File: src/design/itfhg_pkg.sv
// ----------------------------------------------------------------------------
// itfhg_pkg
// Shared types and constants for the IPv4 tunnel fragment header generator.
// ----------------------------------------------------------------------------
`default_nettype none

package itfhg_pkg;

  // Outer header constants
  localparam logic [15:0] VER_IHL_TOS  = 16'h4500;
  localparam logic [7:0]  TTL_VALUE    = 8'd128;
  localparam logic [15:0] HDR_BYTES    = 16'd20;
  localparam logic [15:0] FLAG_DF      = 16'h4000;
  localparam logic [15:0] FLAG_MF      = 16'h2000;
  localparam logic [15:0] MF_CLEAR     = 16'hDFFF;
  localparam int          UNIT_SHIFT   = 3;   // 8-byte offset units
  localparam logic [10:0] MTU_MIN      = 11'd1044;
  localparam logic [10:0] MTU_MAX      = 11'd1500;
  localparam logic [10:0] MTU_RESET    = 11'd1500;
  localparam int          MAX_FRAG_LOG = 6;   // at most 64 fragments

  // Widths
  localparam int SUM_W  = 20;  // ten 16-bit words fit in 20 bits
  localparam int IDX_W  = 2;
  localparam int CFG_W  = 32;
  localparam int IN_W   = 48;
  localparam int OUT_W  = 64;

  // Register indexes
  typedef enum logic [IDX_W-1:0] {
    REG_SRC_ADDR = 2'd0,
    REG_DST_ADDR = 2'd1,
    REG_MTU      = 2'd2
  } reg_idx_t;

  // Base-sum word steps (identification, ttl/proto, src hi/lo, dst hi/lo)
  localparam logic [2:0] BASE_LAST = 3'd5;

  typedef enum logic [3:0] {
    ST_IDLE,
    ST_BASE,
    ST_DECIDE,
    ST_SETUP,
    ST_SUM_TOT,
    ST_SUM_FLG,
    ST_FOLD1,
    ST_FOLD2,
    ST_OUT
  } state_t;

endpackage : itfhg_pkg

`default_nettype wire

File: src/design/ipv4_tunnel_fragment_header_gen.sv
// ----------------------------------------------------------------------------
// ipv4_tunnel_fragment_header_gen
// Builds the outer IPv4 tunnel header(s) for one inner-packet descriptor.
// ----------------------------------------------------------------------------
// Usage:
//   s_axis carries one descriptor per transfer. m_axis returns one outer
//   header per transfer; m_axis_tlast marks the final header of a packet.
//   The cfg port writes source address, destination address and MTU; the user
//   must do so only while the block is idle, which the block does not enforce.
// Sequencing:
//   After a descriptor transfer, the base steps build the constant part of the
//   header sum (identification, ttl/proto, source and destination halves) in
//   the shared 20-bit adder; a decide step picks single header, fragments or drop.
//   Each fragment header then passes setup, add total length, add flags and
//   two end-around folds; a single header skips setup. That adder is the limit.
//   The header is held on m_axis until taken; the next fragment's setup follows
//   that transfer. s_axis_tready is high only when no descriptor is in work.
// Reset:
//   rst clears the sequencer and restores the registers to 0, 0 and 1500.
// Back-pressure:
//   A stalled m_axis simply holds the current header; nothing is lost.
// Oversized packets (more than 64 fragments, DF clear) produce no header at all.
// ----------------------------------------------------------------------------
`default_nettype none

module ipv4_tunnel_fragment_header_gen (
  input  wire logic                      clk,
  input  wire logic                      rst,
  // tdata: payload_length[15:0], protocol_number[23:16], packet_ident[39:24],
  //        dont_fragment[40], zero pad[47:41]
  input  wire logic [itfhg_pkg::IN_W-1:0]  s_axis_tdata,
  input  wire logic                      s_axis_tvalid,
  output logic                           s_axis_tready,
  // tdata: total_length[15:0], flags_offset[31:16], header_checksum[47:32],
  //        payload_offset[63:48]
  output logic [itfhg_pkg::OUT_W-1:0]    m_axis_tdata,
  output logic                           m_axis_tlast,   // last_header
  output logic                           m_axis_tvalid,
  input  wire logic                      m_axis_tready,
  input  wire logic                      cfg_wr_en,
  input  wire logic [itfhg_pkg::IDX_W-1:0] cfg_addr,
  input  wire logic [itfhg_pkg::CFG_W-1:0] cfg_wdata
);
  import itfhg_pkg::*;

  // Configuration registers
  logic [31:0] src_addr;
  logic [31:0] dst_addr;
  logic [10:0] mtu;

  // Sequencer
  state_t state, state_next;
  logic [2:0] step;

  // Descriptor
  logic [15:0] len;
  logic [7:0]  proto;
  logic [15:0] ident;
  logic        df;

  // Per-header datapath
  logic [SUM_W-1:0] acc;
  logic [SUM_W-1:0] base;
  logic [15:0]      rem;    // payload bytes not yet covered
  logic [15:0]      poff;
  logic [15:0]      tot;
  logic [15:0]      flags;
  logic             last;

  // Derived configuration
  logic [10:0] mtu_eff;
  logic [10:0] each;
  logic [16:0] len_hdr;
  logic        single;
  logic        too_many;
  logic        rem_last;

  // Shared adder
  logic [SUM_W-1:0] add_a;
  logic [SUM_W-1:0] add_b;
  logic [SUM_W-1:0] add_sum;

  logic in_xfer;
  logic out_xfer;

  assign in_xfer  = s_axis_tvalid && s_axis_tready;
  assign out_xfer = m_axis_tvalid && m_axis_tready;

  always_comb begin
    if (mtu < MTU_MIN) begin
      mtu_eff = MTU_MIN;
    end else if (mtu > MTU_MAX) begin
      mtu_eff = MTU_MAX;
    end else begin
      mtu_eff = mtu;
    end
  end

  // Fragment payload: (effective mtu - 20) rounded down to 8 bytes
  assign each     = (mtu_eff - HDR_BYTES[10:0]) & ~11'd7;
  assign len_hdr  = {1'b0, len} + {1'b0, HDR_BYTES};
  assign single   = df || (len_hdr <= {6'd0, mtu_eff});
  assign too_many = {1'b0, len} > ({6'd0, each} << MAX_FRAG_LOG);
  assign rem_last = rem <= {5'd0, each};

  // Operand select for the shared adder
  always_comb begin
    add_a = acc;
    add_b = '0;
    unique case (state)
      ST_BASE: begin
        unique case (step)
          3'd0:    add_b = {4'd0, ident};
          3'd1:    add_b = {4'd0, TTL_VALUE, proto};
          3'd2:    add_b = {4'd0, src_addr[31:16]};
          3'd3:    add_b = {4'd0, src_addr[15:0]};
          3'd4:    add_b = {4'd0, dst_addr[31:16]};
          default: add_b = {4'd0, dst_addr[15:0]};
        endcase
      end
      ST_SUM_TOT: begin
        add_a = base;
        add_b = {4'd0, tot};
      end
      ST_SUM_FLG: add_b = {4'd0, flags};
      ST_FOLD1, ST_FOLD2: begin
        add_a = {4'd0, acc[15:0]};
        add_b = {16'd0, acc[SUM_W-1:16]};
      end
      default: ;
    endcase
  end

  assign add_sum = add_a + add_b;

  // Next state
  always_comb begin
    state_next = state;
    unique case (state)
      ST_IDLE:    if (in_xfer) state_next = ST_BASE;
      ST_BASE:    if (step == BASE_LAST) state_next = ST_DECIDE;
      ST_DECIDE: begin
        priority if (single) begin
          state_next = ST_SUM_TOT;
        end else if (too_many) begin
          state_next = ST_IDLE;
        end else begin
          state_next = ST_SETUP;
        end
      end
      ST_SETUP:   state_next = ST_SUM_TOT;
      ST_SUM_TOT: state_next = ST_SUM_FLG;
      ST_SUM_FLG: state_next = ST_FOLD1;
      ST_FOLD1:   state_next = ST_FOLD2;
      ST_FOLD2:   state_next = ST_OUT;
      ST_OUT: begin
        if (out_xfer) begin
          state_next = last ? ST_IDLE : ST_SETUP;
        end
      end
      default:    state_next = ST_IDLE;
    endcase
  end

  always_ff @(posedge clk) begin
    if (rst) begin
      state <= ST_IDLE;
    end else begin
      state <= state_next;
    end
  end

  // Configuration writes
  always_ff @(posedge clk) begin
    if (rst) begin
      src_addr <= '0;
      dst_addr <= '0;
      mtu      <= MTU_RESET;
    end else if (cfg_wr_en) begin
      unique case (cfg_addr)
        REG_SRC_ADDR: src_addr <= cfg_wdata;
        REG_DST_ADDR: dst_addr <= cfg_wdata;
        REG_MTU:      mtu      <= cfg_wdata[10:0];
        default: ;
      endcase
    end
  end

  // Step counter for the base sum
  always_ff @(posedge clk) begin
    if (rst) begin
      step <= '0;
    end else if (state == ST_BASE) begin
      step <= step + 3'd1;
    end else begin
      step <= '0;
    end
  end

  // Datapath
  always_ff @(posedge clk) begin
    unique case (state)
      ST_IDLE: begin
        if (in_xfer) begin
          len   <= s_axis_tdata[15:0];
          proto <= s_axis_tdata[23:16];
          ident <= s_axis_tdata[39:24];
          df    <= s_axis_tdata[40];
          acc   <= {4'd0, VER_IHL_TOS};
        end
      end
      ST_BASE: acc <= add_sum;
      ST_DECIDE: begin
        base <= acc;
        rem  <= len;
        poff <= '0;
        // single header: saturate total length, DF on request
        tot   <= len_hdr[16] ? 16'hFFFF : len_hdr[15:0];
        flags <= df ? FLAG_DF : 16'd0;
        last  <= 1'b1;
      end
      ST_SETUP: begin
        last  <= rem_last;
        tot   <= (rem_last ? rem : {5'd0, each}) + HDR_BYTES;
        flags <= rem_last ? ({3'd0, poff[15:UNIT_SHIFT]} & MF_CLEAR)
                          : ({3'd0, poff[15:UNIT_SHIFT]} | FLAG_MF);
      end
      ST_SUM_TOT, ST_SUM_FLG, ST_FOLD1, ST_FOLD2: acc <= add_sum;
      ST_OUT: begin
        if (out_xfer) begin
          poff <= poff + {5'd0, each};
          rem  <= rem - {5'd0, each};
        end
      end
      default: ;
    endcase
  end

  assign s_axis_tready = (state == ST_IDLE);
  assign m_axis_tvalid = (state == ST_OUT);
  assign m_axis_tlast  = last;
  assign m_axis_tdata  = {poff, ~acc[15:0], flags, tot};

`ifndef SYNTHESIS
  // one descriptor at a time: no intake while a header is offered
  a_no_overlap: assert property (@(posedge clk) disable iff (rst)
    !(s_axis_tready && m_axis_tvalid))
    else $error("descriptor intake while header pending");

  // the final header frees the block for the next descriptor
  a_last_frees: assert property (@(posedge clk) disable iff (rst)
    (m_axis_tvalid && m_axis_tready && m_axis_tlast) |=> s_axis_tready)
    else $error("block busy after last header");

  // every header but the last carries MF
  a_mf_nonlast: assert property (@(posedge clk) disable iff (rst)
    (m_axis_tvalid && !m_axis_tlast) |-> m_axis_tdata[29])
    else $error("MF missing on non-final fragment");

  // after reset the block is ready
  a_reset_ready: assert property (@(posedge clk)
    rst |=> s_axis_tready)
    else $error("not ready after reset");
`endif

endmodule : ipv4_tunnel_fragment_header_gen

`default_nettype wire

File: config.mk
export PLATFORM = sky130hd
export DESIGN_NAME = ipv4_tunnel_fragment_header_gen
export DESIGN_NICKNAME = d
export VERILOG_FILES = /design/src/design/itfhg_pkg.sv /design/src/design/ipv4_tunnel_fragment_header_gen.sv
export SDC_FILE = /design/constraint.sdc
export NUM_CORES = 1
export LEC_CHECK = 0
export BUFFER_PORTS_ARGS = -buffer_cell sky130_fd_sc_hd__clkbuf_2
export CORE_MARGIN = 10
export CORE_UTILIZATION = 55
export CTS_BUF_LIST = sky130_fd_sc_hd__clkbuf_16
export DETAILED_ROUTE_END_ITERATION = 10
export PLACE_DENSITY = 0.81
export SYNTH_ARGS = -nofsm -noshare
export SYNTH_HDL_FRONTEND = slang
export SYNTH_SLANG_ARGS = --single-unit
File: constraint.sdc
create_clock -name clk -period 6.9 [get_ports clk]
set_clock_uncertainty 0.15 [all_clocks]
set_input_delay 0.345 -clock clk [delete_from_list [all_inputs] [get_ports clk]]
set_output_delay 0.345 -clock clk [all_outputs]
set_load 0.01 [all_outputs]
======== After elaboration in Yosys (flattened, before gate mapping) ========
Cells that the tools add are included.
storage, ports and cells
  flip-flop bits (word level) ............. 228
  bits in latches ......................... 0
  RAM bits ................................ 0
  ROM bits ................................ 0
  input bits .............................. 87
  memories kept ........................... 0
cells by class
  $add $sub $neg .......................... 7
  $mul .................................... 0
  divide/modulo/power cells ............... 0
  magnitude comparators ................... 5
  eq/ne operators ......................... 18
  shift-type cells ........................ 0
  mux-type cells .......................... 25
  bitwise logic cells ..................... 2
  reductions and logical operators ........ 19
operators with widths
  operator                 number
  $pmux W16 S2             4
  $pmux W16 S5             1
  $pmux W20 S2             2
  $mux W16                 4
  $pmux W16 S4             1
  $pmux W4 S9              1
  $mux W11                 2
  $add A20 B20 Y20         1
  $mux W20                 1
  $add A16 B5 Y17 const B  1
  $gt A16 B17 Y1           1
  $le A17 B11 Y1           1
  $add A16 B11 Y16         1
  $add A16 B5 Y16 const B  1
  $eq A4 B3 Y1 const B     4
  $le A16 B11 Y1           1
  $not A16 Y16             1
  $sub A16 B11 Y16         1
  $mux W15                 1
  $mux W14                 1
  $mux W4                  3
  $reduce_and A2 Y1        6
  $gt A11 B11 Y1 const B   1
  $lt A11 B11 Y1 const B   1
  other kinds (25)         34

======== Logic depth before layout (Yosys ltp) ========
Gate-level depths: netlist of the first run.
  word-level depth ........................ 8
  gate-level depth with buffers ........... 26
  depth with buffers taken out ............ 21

======== Least setup slack after synthesis of the first run ========
No wires, ideal clock.
  kind .................................... register to register
  start ................................... register mtu[10]
  end ..................................... register tot[8], data pin
  data arrival time ....................... 4,619 ps
  data required time ...................... 6,479 ps
  slack ................................... 1,860 ps
  cell stages (with the launch flop) ...... 27
  buffers on the path ..................... 5
  period minus slack after synthesis ...... 5,040 ps
  cell sequence ........................... dfxtp_1 buf_4 o31ai_2 and3_1 buf_4 nor3_1 ha_1 clkbuf_1 nor3b_1 o311ai_0 o311ai_1 nor3_4 inv_1 ha_1 and3_1 o21ai_0 nor3b_2 o21ai_4 buf_2 clkbuf_1 nor2_1 a21oi_1 ha_1 inv_1 a2111oi_4 xor2_1 a21oi_1
between the ends
  cells in the longest elaborated chain, start to end .. 8
ends and longest elaborated chain
  what                      RTL line                                text
  start: declaration        ipv4_tunnel_fragment_header_gen.sv:49   logic [10:0] mtu;
  start signal: assignment  ipv4_tunnel_fragment_header_gen.sv:183  REG_MTU: mtu <= cfg_wdata[10:0];
  $gt A11 B11 Y1            ipv4_tunnel_fragment_header_gen.sv:92   end else if (mtu > MTU_MAX) begin
  $mux W11                  ipv4_tunnel_fragment_header_gen.sv:92
  $mux W11 *                ipv4_tunnel_fragment_header_gen.sv:90   if (mtu < MTU_MIN) begin
  $sub A11 B5 Y11 *         ipv4_tunnel_fragment_header_gen.sv:100  assign each = (mtu_eff - HDR_BYTES[10:0]) & ~11'd7;
  $le A16 B11 Y1            ipv4_tunnel_fragment_header_gen.sv:104  assign rem_last = rem <= {5'd0, each};
  $mux W16 *                ipv4_tunnel_fragment_header_gen.sv:224  tot <= (rem_last ? rem : {5'd0, each}) + HDR_BYTES;
  $add A16 B5 Y16 *         ipv4_tunnel_fragment_header_gen.sv:224
  $pmux W16 S2 *            ipv4_tunnel_fragment_header_gen.sv:202  unique case (state)
  end signal: assignment    ipv4_tunnel_fragment_header_gen.sv:218  tot <= len_hdr[16] ? 16'hFFFF : len_hdr[15:0];
  end signal: assignment    ipv4_tunnel_fragment_header_gen.sv:224
  end: declaration          ipv4_tunnel_fragment_header_gen.sv:66   logic [15:0] tot;
Every way passes the cells marked *; elsewhere a longest branch is shown, timed or not.
A chain may end at the register's enable or synchronous reset.

======== Worst setup path after layout of the first run ========
Ends and elaborated chain as after synthesis.

==> results of run 1 <==
==> cell type report <==
type	count	area (um^2)
multi-input combinational	910	5600
timing repair buffer	226	1520
tap	275	344
clock inverter	19	145
sequential	224	5910
fill	1587	6880
inverter	54	203
antenna	2	5.00
clock buffer	25	626
==> cells in the mapped netlist (12+ instances only) <==
cell type  count  share of area (%)
a222oi_1      14                1.2
edfxtp_1     142                 36
nand2_1      225                7.1
clkbuf_1      59                1.8
xor2_1        19                1.4
a22oi_1       15               0.94
nor3_1        30                1.3
o21ai_0       80                3.3
nor2_1        70                2.2
and2_1        24                1.3
a21oi_1      138                5.8
nand3_1       16               0.67
ha_1          56                5.9
nand3b_1      12               0.75
inv_1         54                1.7
dfxtp_1       82                 14
xnor2_1       29                2.1
==> cell families after synthesis <==
logic type	Yosys count	synth area share, %
AO/OA/AOI/OAI	326	16.9
XOR/XNOR	49	3.65
adder cells (fa/ha/maj)	59	6.35
buffers and inverters	124	4.18
flip-flops	224	49.3
multiplexers	19	1.89
other	2	0.0627
AND/OR/NAND/NOR	451	17.7
==> sequential cells by signal, indices dropped and copies added, names as in the netlist <==
name,count
m_axis_tlast,1
proto,8
dst_addr,32
rem,16
mtu,11
flags,15
step,3
acc,20
src_addr,32
len,16
base,20
df,1
tot,16
state,4
ident,16
poff,13
==> timing repair <==
action / CTS / global route
hold buffers: 72 / 0
hold endpoints to repair: 111 / 0
endpoints found under the setup margin: 0 / 0
gates resized for setup: 0 / 0
==> per-stage QoR <==
stage          total power [W]  instance area [um^2]  setup WS, ps
3_5_place_dp           0.00265                 12800          1230
4_1_cts                0.00391                 14300          1230
2_1_floorplan          0.00234                 12000          1860
5_1_grt                0.00411                 14300           730
6_report               0.00393                 14300          1120
3_3_place_gp           0.00261                 12800          1520
==> cells in the final DEF, fill, tap and decap left out, types with 23 or more instances in the layout <==
cell type      count
and2_1            23
xnor2_1           29
clkbuf_2         142
nor2_1            70
clkbuf_16         25
nor3_1            29
inv_1             56
ha_1              56
a21oi_1          138
edfxtp_1         142
dlygate4sd3_1     72
o21ai_0           80
dfxtp_1           82
nand2_1          225
==> report_power, final <==
group | internal (W) | switching [W]
Combinational | 0.000377 | 0.000593
Clock | 0.000703 | 0.000545
Sequential | 0.00160 | 0.000105
Total | 0.00268 | 0.00124
==> worst max-delay path by stage <==
| stage | startpoint | endpoint | slack (ps) | cells past startpoint |
|---|---|---|---|---|
| 6_report | mtu[10] | tot[8] | 1120 | 21 |
| 5_1_grt | mtu[10] | tot[8] | 730 | 21 |
| 4_1_cts | mtu[10] | tot[8] | 1230 | 21 |
| 3_5_place_dp | mtu[10] | tot[8] | 1230 | 21 |
| 3_3_place_gp | mtu[10] | tot[8] | 1520 | 19 |
| 2_1_floorplan | mtu[10] | tot[8] | 1860 | 26 |
==> worst max-delay path: cells and delay by family, from the launching register on <==
| kind | cells | cell delay, ps |
|---|---|---|
| buf+inv | 2 | 230 |
| fa+ha+maj | 3 | 1000 |
| simple gates | 7 | 1500 |
| compound gates | 8 | 1840 |
| xor+xnor | 1 | 170 |
| flops | 1 | 560 |
==> layer usage <==
layer / up-vias / wire length, um / GRT usage (%) / part of all wire [%]
met5: - / 0 / 0 / 0
met4: 0 / 1330 / 8.29 / 3.9
met3: 97 / 2720 / 4.10 / 7.9
met2: 488 / 17100 / 40.4 / 50
met1: 4890 / 13300 / 29.4 / 39
li1: 4863 / - / - / -
==> metrics, run 1 <==
Lkg Pwr 5.64 nW; synth-to-layout area growth 19.8%; maximum fanout along the worst path 21; hold path start cfg_wdata[10]; cell total after placement around 1600; I/O Buffers between 100 and 150; Clock Latency Late Sink approximately 530 ps; Routed Antenna Nets 0; Cell Chain, Critical Path o21ai_1, and3_1, nor3_1, ha_1, nor3b_1, o311ai_0, o311ai_1, nor3_4, inv_1, ha_1, and3_1, o21ai_0, nor3b_2, o21ai_4, nor2_1, a21oi_1, ha_1, inv_1, a2111oi_4, xor2_1, a21oi_1; routed wire length 34400 um; first-pass GRT wire length around 55000 um; gpl congestion slightly below 1; initial antenna violation count 2; Worst setup EP type flop; R2R depth 21; Syn Std Cell Area approximately 0.012 mm^2; Final min period around 5800 ps; arrival time at the worst endpoint 5860 ps; max_cap viols 0; clk buf depth 3; vias in the first global route around 10000; flops & latches, synth ~220; Die ar. ~0.028 mm^2; Crit-path slowest cell dfxtp_1; Post-synth EDFFs 142; most frequent cell on the critical path ha_1; PD cells approximately 270 mW/mm^2; Final Non-Filler Cells approximately 1700; I/O Pins 154; Top FF cell, synth edfxtp_1; NumNets Final about 1600; Die Height 168 um; RSZ-0062 raised after global routing false; Reg2Reg Setup Slack between 1000 and 1500 ps; num rows 53; register area share after synthesis between 40% and 50%; Worst Max-Slew Pin Slew around 1200 ps; outcome complete, no violations; fin. max-slew vios 0; Tightest Hold Check Type in -> reg; Fmax achieved about 170 MHz; Final Util between 60% and 70%; period utilization between 80 and 90%; Remaining DRCs 0; Congestion Overflow GR 0; Worst R2R Start mtu[10]; Via density ~6.0; minimum hold slack approximately 3.9 ps; TritonCTS buffer count 24; cells after synthesis ~1300; WS Path Type reg -> reg; Hold Crit Endpoint dst_addr[10]; CTS clock-pin slew for the worst setup and hold paths ~70 ps; pin count of the biggest net entering global routing 83; syn_area_per_cell between 9 and 10 um^2; DR iter-0 viols between 1000 and 1500; post-DP HPWL between 20000 and 25000 um; H-Tree Depth 1; Distinct cells, synth 79; Hold Path Stages 3; Core Area 0.0212 mm^2; Root Buffer clkbuf_16; share of post-route cells with drive strength above 1 between 15 and 20%; Starting Density 56.4%; CTS sink cnt 224; First-pass DRT Iterations 7; Die Wd ~170 um; final setup violation count 0; ys async rst share 0%; Fin Setup TNS 0 ps; setup bufs post-CTS 0; Slew headroom between 20 and 25%; wire per inst about 20 um; CP Launch Type flop; worst-case vdd ir drop slightly above 0.2 mV; CP max stage delay roughly 560 ps; CP required ~7000 ps; CTS tree built; GRT Total Usage around a quarter; Synth warnings 0; final hold vios 0; RR Endpoint tot[8]; routed via count approximately 10000
Power figures use the tool's default switching activity.
==> run 2: changes to the inputs <==
--- a/config.mk
+++ b/config.mk
@@ -7,10 +7,10 @@
 export LEC_CHECK = 0
 export BUFFER_PORTS_ARGS = -buffer_cell sky130_fd_sc_hd__clkbuf_2
 export CORE_MARGIN = 10
-export CORE_UTILIZATION = 55
+export CORE_UTILIZATION = 53
 export CTS_BUF_LIST = sky130_fd_sc_hd__clkbuf_16
 export DETAILED_ROUTE_END_ITERATION = 10
-export PLACE_DENSITY = 0.81
+export PLACE_DENSITY = 0.82
 export SYNTH_ARGS = -nofsm -noshare
 export SYNTH_HDL_FRONTEND = slang
 export SYNTH_SLANG_ARGS = --single-unit
==> constraint.sdc (replaced) <==
create_clock -name clk -period 4.7 [get_ports clk]
set_clock_uncertainty 0.15 [all_clocks]
set_input_delay 0.235 -clock clk [delete_from_list [all_inputs] [get_ports clk]]
set_output_delay 0.235 -clock clk [all_outputs]
set_load 0.01 [all_outputs]
==> metrics, run 2 (synthesis results as in run 1) <==
Slew headroom 19.8% (-3.3 points); worst-case vdd ir drop 0.289 mV (+39%); Lkg Pwr 5.83 nW (+3.5%); fin area 0.0147 mm^2 (+2.8%); vias in the first global route 10300 (+0.73%); synth-to-layout area growth 23.1%; arrival time at the worst endpoint 4660 ps (-1200 ps); WS Path Type reg -> reg; period utilization 97.0% (+13 points); Root Buffer clkbuf_16; met3 Use GR 4.74% (+0.65 points); I/O Buffers 142 (unchanged); First-pass DRT Iterations 8 (+1); Tightest Hold Check Type in -> reg; post-DP HPWL 25300 um (+5.5%); Worst R2R Start step[0]; routed wire length 36600 um (+6.2%); Reg2Reg Setup Slack 140 ps (-980 ps); Via density 6.00 (+0.69%); num rows 54 (+1.9%); outcome complete, no violations; Largest regs dst_addr (32), src_addr (32); Placement Cell Area 0.0131 mm^2 (+1.6%); pin count of the biggest net entering global routing 59 (-29%); CTS sink cnt 224 (unchanged); Congestion Overflow GR 0 (unchanged); Final Power 0.00582 W (+48%); PD cells 394 mW/mm^2 (+44%); share of post-route cells with drive strength above 1 18.4% (+2.9 points); RR Endpoint acc[16]; commonest cells after routing, fill and taps aside 225 x nand2_1, 144 x clkbuf_2, 142 x edfxtp_1; clk buf depth 3 (unchanged); Die Wd 170 um (+1.6%); Routed Antenna Nets 0 (unchanged); met2 Use GR 41.1% (+0.67 points); initial antenna violation count 2 (unchanged); Starting Density 54.4% (-2.1 points); max_cap viols 0 (unchanged); Worst Max-Slew Pin Slew 1200 ps (+49.6 ps); I/O Pins 154 (unchanged); Clock Latency Late Sink 510 ps (-20 ps); Hold Crit Endpoint state[0]; GRT Total Usage 24.2% (+0.58 points); CP required 4800 ps (-2180 ps); R2R depth 18 (-14%); Final min period 4560 ps (-1220 ps); hold path start s_axis_tvalid; wire per inst 20.6 um (+3.8%); Remaining DRCs 0 (unchanged); DR iter-0 viols 1408 (+17%); Core Area 0.0220 mm^2 (+3.8%); Hold Path Stages 5 (+2); final hold vios 0 (unchanged); routed via count 10600 (+3.0%); CTS clock-pin slew for the worst setup and hold paths 60 ps (about the same); maximum fanout along the worst path 8 (-62%); Worst setup EP type flop; gpl congestion 0.987 (+2.1%); GR Layer Usage met1 29.3% (-0.084 points); final setup violation count 0 (unchanged); Fmax achieved 219 MHz (+27%); H-Tree Depth 1 (unchanged); CP Launch Type flop; Die Height 170 um (+1.6%); grt peak-use layer met2; CTS tree built; Final Util 67.0% (-0.65 points); fin. max-slew vios 0 (unchanged); Fin Setup TNS 0 ps (unchanged); Die ar. 0.0290 mm^2 (+3.3%); first-pass GRT wire length 55700 um (+1.6%); NumNets Final 1621 (+2.2%); TritonCTS buffer count 24 (unchanged); commonest non-fill, non-tap cell in the layout nand2_1
==> run 2: changes by cell type in the layout (fill, tap and decap cells not counted), moves of 4 or more <==
cell,change
buf_4,+31
clkinv_2,-9
dfxtp_1,-9
dfxtp_4,+7
ha_1,-4
inv_1,+7
==> run 2: metal layers <==
metal / up-vias / routed length [um]
met1: 4900 / 13700
li1: 4940 / -
met4: 0 / 1790
met5: - / 0
met2: 651 / 17500
met3: 158 / 3560
==> run 2: worst max-delay path by stage <==
stage,startpoint,end,slack [ps],cells past startpoint
after floorplan,mtu[10],tot[8],-6,24
after global placement,mtu[10],tot[8],50,21
after detailed placement,mtu[10],tot[8],-80,21
after CTS,mtu[5],tot[8],90,21
after global routing,step[0],acc[16],-40,18
final,step[0],acc[16],140,18
==> run 2: through the flow <==
| stage | hold slack (ps) | worst slack (ps) | instances |
|---|---|---|---|
| 6_report | 162 | 141 | 1775 |
| 5_1_grt | 180 | -35.7 | 1775 |
| 4_1_cts | 143 | 92.7 | 1765 |
| 3_5_place_dp | 264 | -76.8 | 1647 |
| 3_3_place_gp | 262 | 53.7 | 1647 |
| 2_1_floorplan | 184 | -5.57 | 1258 |
==> run 2: what timing repair did <==
item                       in CTS  in global routing
hold endpoints to repair      117                  0
resized for setup               2                 36
setup endpoints to repair       2                 14
buffers inserted                0                  8
gates cloned                    0                  0
hold buffers                   74                  0
pin swaps                       0                 11
==> run 2: where the power goes <==
group	switching (W)	internal [W]
registers	0.000155	0.00235
logic	0.000913	0.000601
clock network	0.000771	0.00102
total	0.00184	0.00398
==> run 2: worst max-delay path: stages, from the launching register on <==
cell,delay (ps)
dfxtp_1,390
inv_1,90
ha_1,250
nor2b_2,230
a222oi_1,330
o21ai_1,130
a21oi_1,150
o22ai_1,140
ha_2,250
fa_2,380
a211oi_2,320
o21a_1,190
o21ai_0,140
a2111oi_2,390
buf_4,180
o311ai_0,160
a21oi_1,210
xnor2_1,140
nor2_1,60
==> run 2: area by class of cell <==
class | count | area (um^2)
sequential | 224 | 5930
antenna | 2 | 5.00
clock buffer | 27 | 676
tap | 280 | 350
inverter | 54 | 203
clock inverter | 17 | 71.3
timing repair buffer | 261 | 1780
multi-input combinational | 910 | 5720
fill | 1653 | 7280
==> run 3: changes to the inputs <==
--- a/config.mk
+++ b/config.mk
@@ -5,6 +5,7 @@
 export SDC_FILE = /design/constraint.sdc
 export NUM_CORES = 1
 export LEC_CHECK = 0
+export ABC_AREA = 1
 export BUFFER_PORTS_ARGS = -buffer_cell sky130_fd_sc_hd__clkbuf_2
 export CORE_MARGIN = 10
 export CORE_UTILIZATION = 53
==> metrics, run 3 <==
CTS sink cnt 224 (unchanged); fill count 1728 (+4.5%); Top FF cell, synth edfxtp_1; Worst Max-Slew Pin Slew 1200 ps (-5.79 ps); Yosys top cell by area edfxtp_1; Distinct cells, synth 54 (-32%); Fin Setup TNS 0 ps (unchanged); Syn Std Cell Area 0.0119 mm^2 (-0.67%); initial antenna violation count 0 (-2); Remaining DRCs 0 (unchanged); first-pass GRT wire length 54400 um (-2.4%); I/O Buffers 142 (unchanged); Die Wd 170 um (-0.30%); routed via count 10600 (-0.69%); flops & latches, synth 224 (unchanged); clk buf depth 3 (unchanged); commonest non-fill, non-tap cell in the layout nand2_1; most frequent cell on the critical path nand2_1; WS Path Type reg -> reg; CP required 4820 ps (+20 ps); Tightest Hold Check Type in -> reg; setup ws final 372 ps (+231 ps); Congestion Overflow GR 0 (unchanged); CTS clock-pin slew for the worst setup and hold paths 60 ps (about the same); Slew headroom 20.2% (+0.39 points); Clock Latency Late Sink 530 ps (+20 ps); Post-synth EDFFs 142 (unchanged); pin count of the biggest net entering global routing 40 (-32%); fin. max-slew vios 0 (unchanged); Routed Antenna Nets 0 (unchanged); syn_area_per_cell 8.60 um^2 (-9.9%); outcome complete, no violations; commonest cells after routing, fill and taps aside 217 x nand2_1, 197 x nor2_1, 173 x inv_1; num rows 54 (unchanged); WP buf/inv 5 (+3); minimum hold slack 73.7 ps (-88.4 ps); Final Non-Filler Cells 1896 (+6.8%); final setup violation count 0 (unchanged); ANT cells 0 (-2); Fmax achieved 231 MHz (+5.3%); Synth top area share 35.8% (+0.24 points); Crit-path slowest cell dfxtp_1; share of post-route cells with drive strength above 1 14.9% (-3.5 points); RSZ-0062 raised after global routing false; Synth area leaders edfxtp_1 36%, dfxtp_1 14%, nand2_1 6.8%; Die ar. 0.0288 mm^2 (-0.59%); pre-CTS setup slack 309 ps (+386 ps); I/O Pins 154 (unchanged); Via density 5.58 (-7.0%); Crit path max-delay family simple AND/OR/NAND/NOR gates; setup bufs post-CTS 0 (unchanged); arrival time at the worst endpoint 4450 ps (-210 ps); CTS tree built; Root Buffer clkbuf_16; Worst setup EP type flop; max_cap viols 0 (unchanged); cell total after placement 1777 (+7.9%); NumNets Final 1744 (+7.6%); period utilization 92.1% (-4.9 points); ys async rst share 0% (unchanged); footprint of the multi-input gates 0.00516 mm^2 (-9.8%); routed wire length 35000 um (-4.2%); maximum fanout along the worst path 10 (+2); register area share after synthesis 49.6% (+0.33 points); Synth warnings 0 (unchanged); post-DP HPWL 24800 um (-2.1%); GRT Total Usage 23.4% (-0.77 points); Core Area 0.0220 mm^2 (-0.31%); Synth top cells by count 217 x nand2_1, 199 x nor2_1, 170 x inv_1; gpl congestion 0.937 (-5.1%); vias in the first global route 10300 (+0.068%); sequential cell area 0.00591 mm^2 (-0.48%); Largest regs dst_addr (32), src_addr (32); DR iter-0 viols 993 (-29%); Final min period 4330 ps (-231 ps); synth-to-layout area growth 21.1%; Die Height 170 um (-0.30%); wire per inst 18.5 um (-10%); PD cells 489 mW/mm^2 (+24%); most common cell in the netlist nand2_1; CP max stage delay 400 ps (about the same); worst-case vdd ir drop 0.340 mV (+18%); cells after synthesis 1383 (+10%); Lkg Pwr 6.35 nW (+8.9%); final hold vios 0 (unchanged); First-pass DRT Iterations 6 (-2); Starting Density 54.2% (-0.20 points); H-Tree Depth 1 (unchanged); TritonCTS buffer count 24 (unchanged); CP Launch Type flop
run 3: path summary, 6_finish.rpt:
check           startpoint  endpoint  slack (ps)  depth (start not counted)
max                 mtu[4]   tot[10]         370                         31
min          s_axis_tvalid    len[4]          70                          3
max reg2reg         mtu[4]   tot[10]         370                         31
min reg2reg         acc[7]   base[7]         300                          0
run 3: report_power, final:
group / internal (W) / switching (W) / leakage (nW) / total (W)
sequential: 0.00258 / 0.000211 / 2.00 / 0.00279
clock: 0.000984 / 0.000785 / 0.365 / 0.00177
combinational: 0.000832 / 0.00164 / 3.99 / 0.00247
total: 0.00440 / 0.00264 / 6.35 / 0.00704
run 3: tightest hold or removal path: stages:
cell	delay, ps
clkbuf_2	90
inv_1	90
nor2_4	120
run 3: cell type report:
cell class | count | share of cell area, %
Multi-Input combinational cell | 938 | 35.9
Tap cell | 280 | 2.43
Sequential cell | 224 | 41.0
Timing Repair Buffer | 234 | 11.0
Clock buffer | 24 | 4.17
Clock inverter | 20 | 0.886
Inverter | 176 | 4.61
run 3: logic make-up after synthesis:
logic type                 after synthesis  synth area share [%]
buffers and inverters                  225                  7.27
AOI/OAI and AO/OA                      332                  16.2
DFF                                    224                  49.6
and+or+nand+nor                        519                  18.8
xor gates and xnor gates                22                  1.62
other                                    2                0.0631
adders and majority gates               59                  6.40
run 3: what timing repair did:
action / 4_1_cts / 5_1_grt
endpoints found under the setup margin: 0 / 3
resized for setup: 0 / 1
hold buffers: 75 / 0
endpoints found under the hold margin: 120 / 0
run 3: stage by stage:
stage / total power, W / instance area, um^2 / utilization (%)
CTS: 0.00701 / 14400 / 65.6
global placement: 0.00511 / 12900 / 58.8
detailed placement: 0.00520 / 12900 / 58.8
floorplan: 0.00438 / 11900 / -
global route: 0.00744 / 14400 / 65.6
finish: 0.00704 / 14400 / 65.6
run 3: routing by layer:
layer | up-vias | track usage (%) | share of wire [%]
li1 | 5118 | - | -
met1 | 4897 | 29.1 | 40
met4 | 0 | 9.16 | 4.3
met5 | - | 0 | 0
met3 | 96 | 3.29 | 7.5
met2 | 465 | 40.5 | 48
